===== src/rtl/core/rptw_pkg.sv =====
// ----------------------------------------------------------------------------
// rptw_pkg
// Shared types and constants for the radix page table walker: controller
// states, configuration register indexes, reset values and field widths.
// ----------------------------------------------------------------------------
package rptw_pkg;

    // Fixed field widths
    localparam int VA_W        = 32;
    localparam int CNT_W       = 32;
    localparam int OFF_W       = 6;
    localparam int FRAME_OUT_W = 16;
    localparam int CFG_IDX_W   = 3;
    localparam int CFG_DATA_W  = 16;
    localparam int LC_W        = 2;
    localparam int LB_W        = 4;
    localparam int FL_W        = 16;
    localparam int CFG_LEVELS  = 3;

    // Default parameter values
    localparam int DEF_MAX_LEVELS     = 3;
    localparam int DEF_MAX_LEVEL_BITS = 8;
    localparam int DEF_NODE_POOL      = 64;
    localparam int DEF_FRAME_BITS     = 16;

    // Configuration register indexes
    localparam logic [CFG_IDX_W-1:0] REG_LEVEL_COUNT = 3'd0;
    localparam logic [CFG_IDX_W-1:0] REG_BITS_ZERO   = 3'd1;
    localparam logic [CFG_IDX_W-1:0] REG_BITS_ONE    = 3'd2;
    localparam logic [CFG_IDX_W-1:0] REG_BITS_TWO    = 3'd3;
    localparam logic [CFG_IDX_W-1:0] REG_FRAME_LIMIT = 3'd4;

    // Configuration reset values
    localparam logic [LC_W-1:0] RST_LEVEL_COUNT = 2'd2;
    localparam logic [LB_W-1:0] RST_LEVEL_BITS  = 4'd8;
    localparam logic [FL_W-1:0] RST_FRAME_LIMIT = 16'hFFFF;

    // Walk controller states
    typedef enum logic [2:0] {
        ST_CLEAR,
        ST_IDLE,
        ST_READ,
        ST_EVAL,
        ST_WRITE,
        ST_RESULT
    } state_t;

endpackage


===== src/rtl/core/rptw_split.sv =====
// ----------------------------------------------------------------------------
// rptw_split
// Splits a virtual address into per-level table indexes and an offset width,
// with level count and level widths clamped to the configurable range.
// ----------------------------------------------------------------------------
module rptw_split #(
    parameter int LEVELS         = rptw_pkg::CFG_LEVELS,
    parameter int MAX_LEVEL_BITS = rptw_pkg::DEF_MAX_LEVEL_BITS
) (
    input  logic [rptw_pkg::VA_W-1:0]                     va,
    input  logic [rptw_pkg::LC_W-1:0]                     level_count,
    input  logic [rptw_pkg::CFG_LEVELS-1:0][rptw_pkg::LB_W-1:0] level_bits,
    output logic [LEVELS-1:0][MAX_LEVEL_BITS-1:0]         idx,
    output logic [rptw_pkg::OFF_W-1:0]                    offset,
    output logic [$clog2(LEVELS+1)-1:0]                   n
);

    localparam int LVL_W = $clog2(LEVELS + 1);
    localparam int OFF_W = rptw_pkg::OFF_W;

    always_comb
    begin
        logic [OFF_W-1:0] remaining;
        logic [OFF_W-1:0] cfg_b;
        logic [OFF_W-1:0] b;

        if (level_count == '0)
        begin
            n = LVL_W'(1);
        end
        else if ({1'b0, level_count} > 3'(LEVELS))
        begin
            n = LVL_W'(LEVELS);
        end
        else
        begin
            n = LVL_W'(level_count);
        end

        // Take index fields from the top of the address down
        remaining = OFF_W'(rptw_pkg::VA_W);
        for (int i = 0; i < LEVELS; i++)
        begin
            cfg_b = OFF_W'(level_bits[i]);
            if (cfg_b == '0)
            begin
                b = OFF_W'(1);
            end
            else if (cfg_b > OFF_W'(MAX_LEVEL_BITS))
            begin
                b = OFF_W'(MAX_LEVEL_BITS);
            end
            else
            begin
                b = cfg_b;
            end
            if (b > remaining)
            begin
                b = remaining;
            end
            idx[i] = '0;
            if (i < int'(n))
            begin
                remaining = remaining - b;
                idx[i]    = MAX_LEVEL_BITS'(va >> remaining)
                            & ~({MAX_LEVEL_BITS{1'b1}} << b);
            end
        end
        offset = remaining;
    end

endmodule


===== config.mk =====
export PLATFORM = sky130hd
export DESIGN_NAME = rptw_split
export DESIGN_NICKNAME = d
export VERILOG_FILES = /design/src/rtl/core/rptw_pkg.sv /design/src/rtl/core/rptw_split.sv
export SDC_FILE = /design/constraint.sdc
export NUM_CORES = 1
export LEC_CHECK = 0
export BUFFER_PORTS_ARGS = -buffer_cell sky130_fd_sc_hd__buf_2
export CORE_MARGIN = 5
export CORE_UTILIZATION = 40
export DETAILED_ROUTE_END_ITERATION = 8
export SYNTH_ARGS = -nofsm -noshare
export SYNTH_HDL_FRONTEND = slang
export SYNTH_SLANG_ARGS = --single-unit
export TNS_END_PERCENT = 100

===== constraint.sdc =====
create_clock -name vclk -period 30.2
set_input_delay 3.02 -clock vclk [all_inputs]
set_output_delay 3.02 -clock vclk [all_outputs]
set_load 0.02 [all_outputs]

Word level (Yosys, flattened, before mapping)
Index checks and enable logic that the tools add are counted.
Storage, ports and cells
  flip-flop bits (word level): 0
  input bits: 46
  output and inout bits: 32
  word-level logic and storage cells: 44
Operators by class
  $add $sub $neg: 3
  order comparisons: 9
  shift operators: 6
  multiplexer cells: 16
  bitwise operators: 6
  reduce and logical (&&, ||, !) cells: 4
Operator list (count)
  right shift 32 x 6 -> 8 bit: 3
  2-to-1 mux 6 bit: 6
  AND 8 bit: 3
  2-to-1 mux 4 bit: 6
  2-to-1 mux 8 bit: 3
  NOT 8 bit: 3
  left shift 8 x 6 -> 8 bit, first input constant: 3
  greater-than comparator 4 bit, second input constant: 3
  greater-than comparator 6 bit: 2
  logical NOT 4 bit: 3
  subtractor 6 bit: 2
  greater-than comparator 6 bit, second input constant: 1
  subtractor 6 bit, first input constant: 1
  < comparator 1 x 2 -> 1 bit, first input constant: 2
  logical NOT 2 bit: 1
  < comparator 2 bit, first input constant: 1
  2-to-1 mux 2 bit: 1

Logic depth before layout (Yosys ltp)
Gate-level depths: netlist (run 1).
  word-level depth: 17
  mapped depth: 46
  mapped depth without buffers: 38

Worst setup path after synthesis (run 1)
Ideal clock, no wire load.
  kind: input -> output
  from: in level_bits[3] in the netlist's numbering
  to: out idx[23] in the netlist's numbering
  arrival time: 12.647 ns
  data required time: 27.180 ns
  setup slack: 14.533 ns
  stages: 40
  path buffers: 10
  cells stage by stage: buf_6 inv_1 o21ai_0 buf_1 clkbuf_1 ha_1 inv_1 ha_1 buf_2 clkinv_1 ha_1 a21oi_1 a21oi_4 o21ai_0 ha_1 inv_1 fa_1 clkbuf_1 [4 not listed] inv_1 ha_1 nor2b_1 o21ai_0 a32o_1 nor4_1 buf_2 nor2_1 mux2i_1 ha_1 fa_1 buf_1 buf_1 mux2i_1 a21oi_1 nand2_1 a31o_2 a2111oi_2
RTL lines
  start: declaration: line rptw_split.sv:12  | input logic [rptw_pkg::CFG_LEVELS-1:0][rptw_pkg::LB_W-1:0] level_bits,
  end: declaration: line rptw_split.sv:13  | output logic [LEVELS-1:0][MAX_LEVEL_BITS-1:0] idx,

==> summary.md, run 1 <==
| Metric | Value |
|---|---|
| Die W | between 100 and 150 um |
| FF+latch count | 0 |
| Dominant cell type by area after synthesis | mux4_2 |
| Ports | 78 |
| Pwr/cell area | roughly 56 nW/um^2 |
| Diodes inserted | 0 |
| Area delta synth->final | 8.939% |
| P_sw | approximately 0.00016 W |
| Startpoint Class | input port |
| CP Capture Type | output pin |
| Final count of negative-setup-slack endpoints | 0 |
| Global-route wire length before repair | ~26000 um |
| Netlist Area Pre-Place | around 4600 sq um |
| Residual DRC | 0 |
| Starting density of the core | 40.70% |
| Crit-path max cell delay | approximately 1.2 ns |
| Cell variety after synth | 80 |
| Comb pwr share | between 90% and 100% |
| Max-slew headroom | a little under a quarter |
| Most frequent cell on the critical path | ha_1 |
| Clkbuf count | 0 |
| Syn_nets | 640 |
| Global route overflow | 0 |
| Area occupied by multi-input gates | approximately 4400 sq um |
| Hold Path Class | in -> out |
| Leak | around 2.1 nW |
| Row count | 39 |
| Fin Hold WS | around 6.4 ns |
| Mapped Cells | between 500 and 600 |
| Largest cells by area after synthesis | mux4_2 (26%), mux2i_1 (8.4%), a21oi_1 (5.2%), ha_1 (5.1%), nand2_1 (4.3%) |
| Fin worst setup slack | 13.95 ns |
| Largest net degree at the start of global routing | between 40 and 50 |
| Final antenna-violating net count | 0 |
| Worst Tran Pin Value | around 1.1 ns |
| Seq/Total Area, Yosys | 0% |
| Layout cells sized above 1 | 29.87% |
| Internal | 0.0001192 W |
| CP Max Fanout | between 40 and 50 |
| Register Area | 0 sq um |
| Post-DP HPWL | between 10000 and 15000 um |
| Final Critical Period | ~16 ns |
| Fin nets | a little under 700 |
| Vias/cell | approximately 6.7 |
| I/O Buffers | 78 |
| DP Area | between 5000 and 6000 sq um |
| PostCTS Resize Cnt | 0 |
| CP max stage cell | fa_2 |
| Top cell type's share of synthesized area | a little over a quarter |
| TNS Setup | 0 ns |
| Cts hold-fix bufs | 0 |
| Switching Fraction | 57.68% |
| Vias | 5040 |
| Final Hold Viols | 0 |
| Crit path kind | in -> out |
| Fin crit share | approximately 54% |
| Outcome | finished, final reports clean |
| CORE AREA | around 11000 sq um |
| Design Area, Final | a little over 5000 sq um |
| Clock power share | 0% |
| Critical path required time | about 27 ns |
| Vias in the first global route | roughly 4700 |
| Placer congestion estimate | around 0.96 |
| Initial antenna violation count | 0 |
| CP arrival | around 13 ns |
| 1st-pass router iterations | 5 |
| Routed len/inst | about 22 um |
| All-layer global routing usage | approximately 22% |
| Pre-CTS WS | 14.16 ns |
| RSZ-0062 raised after global routing | no |
| Postcts setup bufs | 0 |
| Syn Area/Cell | ~8.1 sq um |
| Max Cap Viol | 0 |
| Fmax | a little over 60 MHz |
| Tot Pwr | roughly 0.00028 W |
| Maximum VDD drop | between 20 and 30 uV |
| Slew Limit Fails | 0 |
| Synth Warn # | 0 |
| 1st-iter DRT viols | 507 |
| Final WL | approximately 16000 um |
| Die Area | between 10000 and 15000 sq um |
| Sequential power share | 0% |
| Die Y | roughly 120 um |
| # fillers | between 1000 and 1500 |
[worst max-delay path, delay by kind of cell]
kind	cells	cell delay (ns)
muxes	2	0.42
adders and majority gates	8	3.90
buffers and inverters	8	1.73
and+or+nand+nor	8	1.27
AOI/OAI and AO/OA	10	2.86
[cell type report]
class / instances / share of cell area, %
repair buffers: 85 / 8.749
well taps: 143 / 3.534
multi-input cells: 497 / 85.94
inverters: 24 / 1.780
[Yosys cell counts (all sizes together), types with 3 or more instances]
library cell	n
a31oi	3
a21boi	3
a2111oi	5
and2	6
o211a	5
a211oi	26
o22ai	3
nand2b	5
nor2	43
nand4	6
o31ai	4
buf	24
clkbuf	27
xnor2	5
a31o	3
a21o	6
nand3	15
or4	3
nor3	12
mux4	54
mux2i	39
fa	3
ha	19
mux2	12
o211ai	12
nand3b	3
a221oi	7
nand2	55
inv	22
and3	9
o21ai	31
nor2b	14
a21oi	50
[per-stage QoR]
stage / utilization [%] / cells
after detailed placement: 44.33 / 749
after floorplan: - / 572
final: 44.33 / 749
after global placement: 44.33 / 749
after CTS: 44.33 / 749
after global routing: 44.33 / 749
[cells by family after synthesis]
| kind of cell | after synthesis | share of synthesized area [%] |
|---|---|---|
| xor gates and xnor gates | 7 | 1.319 |
| adders and majority gates | 23 | 6.624 |
| other | 2 | 0.1616 |
| AOI/OAI and AO/OA | 181 | 28.27 |
| and+or+nand+nor | 179 | 19.17 |
| muxes | 105 | 37.48 |
| buffers and inverters | 75 | 6.974 |
[layout by cell type (no fill, tap or decap), types with 4 or more instances in the layout]
master and count:
buf_2 78, buf_4 7, o211ai_1 10, nand3_1 15, nand2b_1 4, and3_1 9, mux2i_1 39, inv_1 20
nor2b_1 14, nand2_1 53, a21oi_1 48, a221oi_1 7, nor2_1 42, and2_1 6, o31ai_1 4, mux4_2 54
ha_1 19, a21o_1 5, xnor2_1 4, mux2_2 11, a211oi_1 25, o211a_1 4, nor3_1 12, o21ai_0 27
nand4_1 6
[power by group through the flow]
stage	clock network, W	registers (W)	logic, W
after global placement	0	0	0.000274
final	0	0	0.000282
after detailed placement	0	0	0.000277
after CTS	0	0	0.000278
after floorplan	0	0	0.000218
after global routing	0	0	0.000303
[metal layers]
metal / track usage [%] / up-vias / wire length [um]
met1: 32.44 / 2439 / 7148
met4: 5.090 / 0 / 382
met2: 36.03 / 258 / 7683
li1: - / 2313 / -
met5: 0 / - / 0
met3: 1.874 / 30 / 1204
[final timing paths]
check	endpoint	startpoint	cells past startpoint
hold / removal	n[0]	level_count[0]	3
setup / recovery	idx[23]	level_bits[2]	36
Note: power is estimated with default switching activity, not from simulation.
==> run 2, diff against run 1 <==
Clock period 30.2 ns to 13.9 ns, I/O delays scaled along.
==> summary.md, run 2 (synthesis gave the netlist of run 1 again) <==
| Metric | Value |
|---|---|
| Outcome | finished, final reports clean |
| Final Critical Period | roughly 13 ns |
| Row count | 39 (unchanged) |
| Max Cap Viol | 0 (unchanged) |
| Fmax | 79.46 MHz |
| Clkbuf count | 0 (unchanged) |
| Commonest cells after routing, fill and taps aside | buf_2 (78), mux4_2 (54), nand2_1 (53) |
| Cts hold-fix bufs | 0 (unchanged) |
| Diodes inserted | 0 (unchanged) |
| Fin crit share | between 90% and 100% |
| Fin nets | 677 (+0.15%) |
| Top layer in use | met4 |
| Met2 WL | 7672 um (-0.14%) |
| Crit-path max cell delay | 0.81 ns (-0.42 ns) |
| Fin Hold WS | 3.151 ns (-3.255 ns) |
| Die Y | 117.8 um (unchanged) |
| FF+latch count | 0 (unchanged) |
| Slew Limit Fails | 0 (unchanged) |
| CP max stage cell | o32ai_2 |
| Final count of negative-setup-slack endpoints | 0 (unchanged) |
| CP Capture Type | output pin |
| Most frequent cell on the critical path | ha_1 |
| I/O Buffers | 78 (unchanged) |
| Routed len/inst | 21.97 um (+0.22%) |
| Die W | 117.8 um (unchanged) |
| Global route overflow | 0 (unchanged) |
| Vias | 5078 (+0.75%) |
| Starting density of the core | 40.70% (unchanged) |
| Maximum VDD drop | 63.76 uV (+150%) |
| Postcts setup bufs | 0 (unchanged) |
| WL met3 | 1239 um (+2.9%) |
| Commonest non-fill, non-tap cell in the layout | buf_2 |
| 1st-pass router iterations | 6 (+1) |
| CP arrival | 11.20 ns (-2.03 ns) |
| Pwr/cell area | 120.9 nW/um^2 (+120%) |
| CORE AREA | 11420 sq um (unchanged) |
| Final antenna-violating net count | 0 (unchanged) |
| Startpoint Class | input port |
| Final WL | 16480 um (+0.35%) |
| Ports | 78 (unchanged) |
| Residual DRC | 0 (unchanged) |
| Worst Tran Pin Value | 1.100 ns (-0.04077 ns) |
| Crit path kind | in -> out |
| Critical path required time | 12.51 ns (-14.67 ns) |
| Hold Path Class | in -> out |
| Die Area | 13870 sq um (unchanged) |
| Largest net degree at the start of global routing | 43 (-2.3%) |
| Placer congestion estimate | 0.9432 (-1.5%) |
| Tot Pwr | 0.0006129 W (+120%) |
| Layout cells sized above 1 | 29.98% (+0.12 points) |
| Wl on met1 | 6965 um (-2.6%) |
| Initial antenna violation count | 0 (unchanged) |
| Vias/cell | 6.771 (+0.62%) |
| RSZ-0062 raised after global routing | no |
| TNS Setup | 0 ns (unchanged) |
| PostCTS Resize Cnt | 0 (unchanged) |
| Global-route wire length before repair | 26280 um (+1.0%) |
| Leak | 2.098 nW (+0.23%) |
| Max-slew headroom | 26.27% (+2.7 points) |
| Final Hold Viols | 0 (unchanged) |
| CP Max Fanout | 20 (-53%) |
| Vias in the first global route | 4854 (+3.2%) |
| Area delta synth->final | 9.101% |
| Post-DP HPWL | 12930 um (+1.4%) |
| 1st-iter DRT viols | 514 (+1.4%) |
| Register Area | 0 sq um (unchanged) |
| All-layer global routing usage | 22.53% (+0.22 points) |
run 2: changes by cell type in the layout (fill, tap and decap cells not counted):
| cell | previous run | this run |
|---|---|---|
| buf_4 | 7 | 8 |
run 2: stage by stage:
step           util [%]  cells  cell area (sq um)  setup WS (ns)
2_1_floorplan         -    572               4647          1.493
3_3_place_gp      44.40    750               5070          1.721
3_5_place_dp      44.40    750               5070          1.471
4_1_cts           44.40    750               5070          1.470
5_1_grt           44.40    750               5070         0.6711
6_report          44.40    750               5070          1.315
run 2: cell type report:
cell class / instances / area [sq um]
tap: 143 / 178.9
inverter: 24 / 90.09
multi-input combinational: 497 / 4350
fill: 1153 / 6349
timing repair buffer: 86 / 450.4
run 2: worst max-delay path, delay by kind of cell:
family	cells	cell delay [ns]
AND/OR/NAND/NOR	11	1.87
adder cells (fa/ha/maj)	7	2.58
multiplexers	1	0.44
AO/OA/AOI/OAI	12	3.49
buffers and inverters	7	1.37
run 2: layer usage:
metal	vias to the layer above	track usage (%)
met5	-	0
met4	0	7.599
met3	49	2.595
met2	267	36.95
met1	2443	30.80
li1	2319	-
run 2: worst paths after layout:
| check | from | end | depth (start not counted) |
|---|---|---|---|
| worst min-delay path | level_count[0] | n[0] | 3 |
| worst max-delay path | level_bits[2] | idx[18] | 38 |
run 2: where the power goes:
part | switching (W) | internal [W] | total (W)
Combinational | 0.000354 | 0.000259 | 0.000613
Sequential | 0 | 0 | 0
Clock | 0 | 0 | 0
==> run 3, diff against run 2 <==
Settings changed: RECOVER_POWER from default to 25.
==> summary.md, run 3 (synthesis gave the netlist of run 1 again) <==
| Metric | Value |
|---|---|
| Failing checks | max-capacitance violations, max-slew violations |
| Row count | 39 (unchanged) |
| CP max stage cell | nor3b_1 |
| Hold Path Origin | level_count[0] |
| Die Area | 13870 sq um (unchanged) |
| Maximum VDD drop | 63.57 uV (-0.30%) |
| TNS Setup | 0 ns (unchanged) |
| RSZ-0062 raised after global routing | no |
| Most frequent cell on the critical path | ha_1 |
| Final Hold Viols | 0 (unchanged) |
| Final count of negative-setup-slack endpoints | 0 (unchanged) |
| Crit path kind | in -> out |
| Final Critical Period | 12.77 ns (+0.1887 ns) |
| Diodes inserted | 0 (unchanged) |
| Starting density of the core | 40.70% (unchanged) |
| CP arrival | 11.38 ns (+0.18 ns) |
| CP Capture Type | output pin |
| Worst Tran Pin Value | 1.947 ns (+0.8464 ns) |
| PostCTS Resize Cnt | 0 (unchanged) |
| Max-slew headroom | -30.07% (-56 points) |
| Vias/cell | 6.787 (+0.24%) |
| Layout cells sized above 1 | 28.83% (-1.2 points) |
| Post-DP HPWL | 12930 um (unchanged) |
| Fmax | 78.28 MHz (-1.5%) |
| Postcts setup bufs | 0 (unchanged) |
| Final antenna-violating net count | 0 (unchanged) |
| Die W | 117.8 um (unchanged) |
| 1st-pass router iterations | 5 (-1) |
| Startpoint Class | input port |
| # fillers | 1156 (+0.26%) |
| Fin Hold WS | 3.204 ns (+0.05326 ns) |
| Critical path required time | 12.51 ns (about the same) |
| Vias in the first global route | 4854 (unchanged) |
| Commonest non-fill, non-tap cell in the layout | buf_2 |
| FF+latch count | 0 (unchanged) |
| Slew Limit Fails | 15 (+15) |
| Design Area, Final | 5051 sq um (-0.37%) |
| Leak | 2.075 nW (-1.1%) |
| Commonest cells after routing, fill and taps aside | buf_2 (72), mux4_2 (54), nand2_1 (53) |
| Initial antenna violation count | 0 (unchanged) |
| Area delta synth->final | 8.697% |
| Global-route wire length before repair | 26280 um (unchanged) |
| I/O Buffers | 78 (unchanged) |
| CP startpoint | level_bits[3] |
| Fin nets | 677 (unchanged) |
| Placer congestion estimate | 0.9432 (unchanged) |
| Global route overflow | 0 (unchanged) |
| Cts hold-fix bufs | 0 (unchanged) |
| 1st-iter DRT viols | 514 (unchanged) |
| Vias | 5090 (+0.24%) |
| CORE AREA | 11420 sq um (unchanged) |
| Outcome | finished, violations left |
| DP Area | 5070 sq um (unchanged) |
| Register Area | 0 sq um (unchanged) |
| Pwr/cell area | 121.4 nW/um^2 (+0.40%) |
| Hold Path Class | in -> out |
| Ports | 78 (unchanged) |
| All-layer global routing usage | 22.53% (unchanged) |
| Fin crit share | 91.90% (+1.4 points) |
| Residual DRC | 0 (unchanged) |
| Routed len/inst | 22.06 um (+0.44%) |
| Clkbuf count | 0 (unchanged) |
| Largest net degree at the start of global routing | 43 (unchanged) |
| Max Cap Viol | 1 (+1) |
| CP Max Fanout | 20 (unchanged) |
| Crit-path max cell delay | 1.53 ns (+0.72 ns) |
| Final WL | 16550 um (+0.44%) |
| Die Y | 117.8 um (unchanged) |
## run 3: cell types whose count changed in the layout (fill, tap and decap cells not counted), sizes merged
cell	before	now
buf	86	80
clkbuf	0	6
## run 3: critical path: cells and delay by family
family | cells | cell delay [ns]
adders and majority gates | 6 | 1.99
and+or+nand+nor | 8 | 3.09
muxes | 1 | 0.20
buffers and inverters | 6 | 1.16
AOI/OAI and AO/OA | 12 | 3.54
## run 3: final cells by class
class | instances | area [sq um] | area share (%)
multi-input combinational | 497 | 4339 | 85.91
tap | 143 | 178.9 | 3.542
timing repair buffer | 86 | 442.9 | 8.769
inverter | 24 | 90.09 | 1.784
## run 3: metrics by stage
step	power, W	cells	worst slack [ns]	util [%]
floorplan	0.0004746	572	1.493	-
global placement	0.0005972	750	1.721	44.40
detailed placement	0.0006021	750	1.471	44.40
CTS	0.0006040	750	1.470	44.40
global route	0.0006594	750	0.3775	44.24
finish	0.0006131	750	1.126	44.24
## run 3: per-layer routing
metal,GRT usage (%),part of all wire [%]
met1,30.80,42
met2,36.95,47
met3,2.595,8.0
met4,7.599,3.3
met5,0,0
## run 3: final timing paths
path | to | depth (start not counted)
min | n[0] | 3
max | idx[23] | 33
## run 3: report_power, final
part / switching, W / internal (W) / total [W]
Clock: 0 / 0 / 0
Combinational: 0.000355 / 0.000259 / 0.000613
Sequential: 0 / 0 / 0
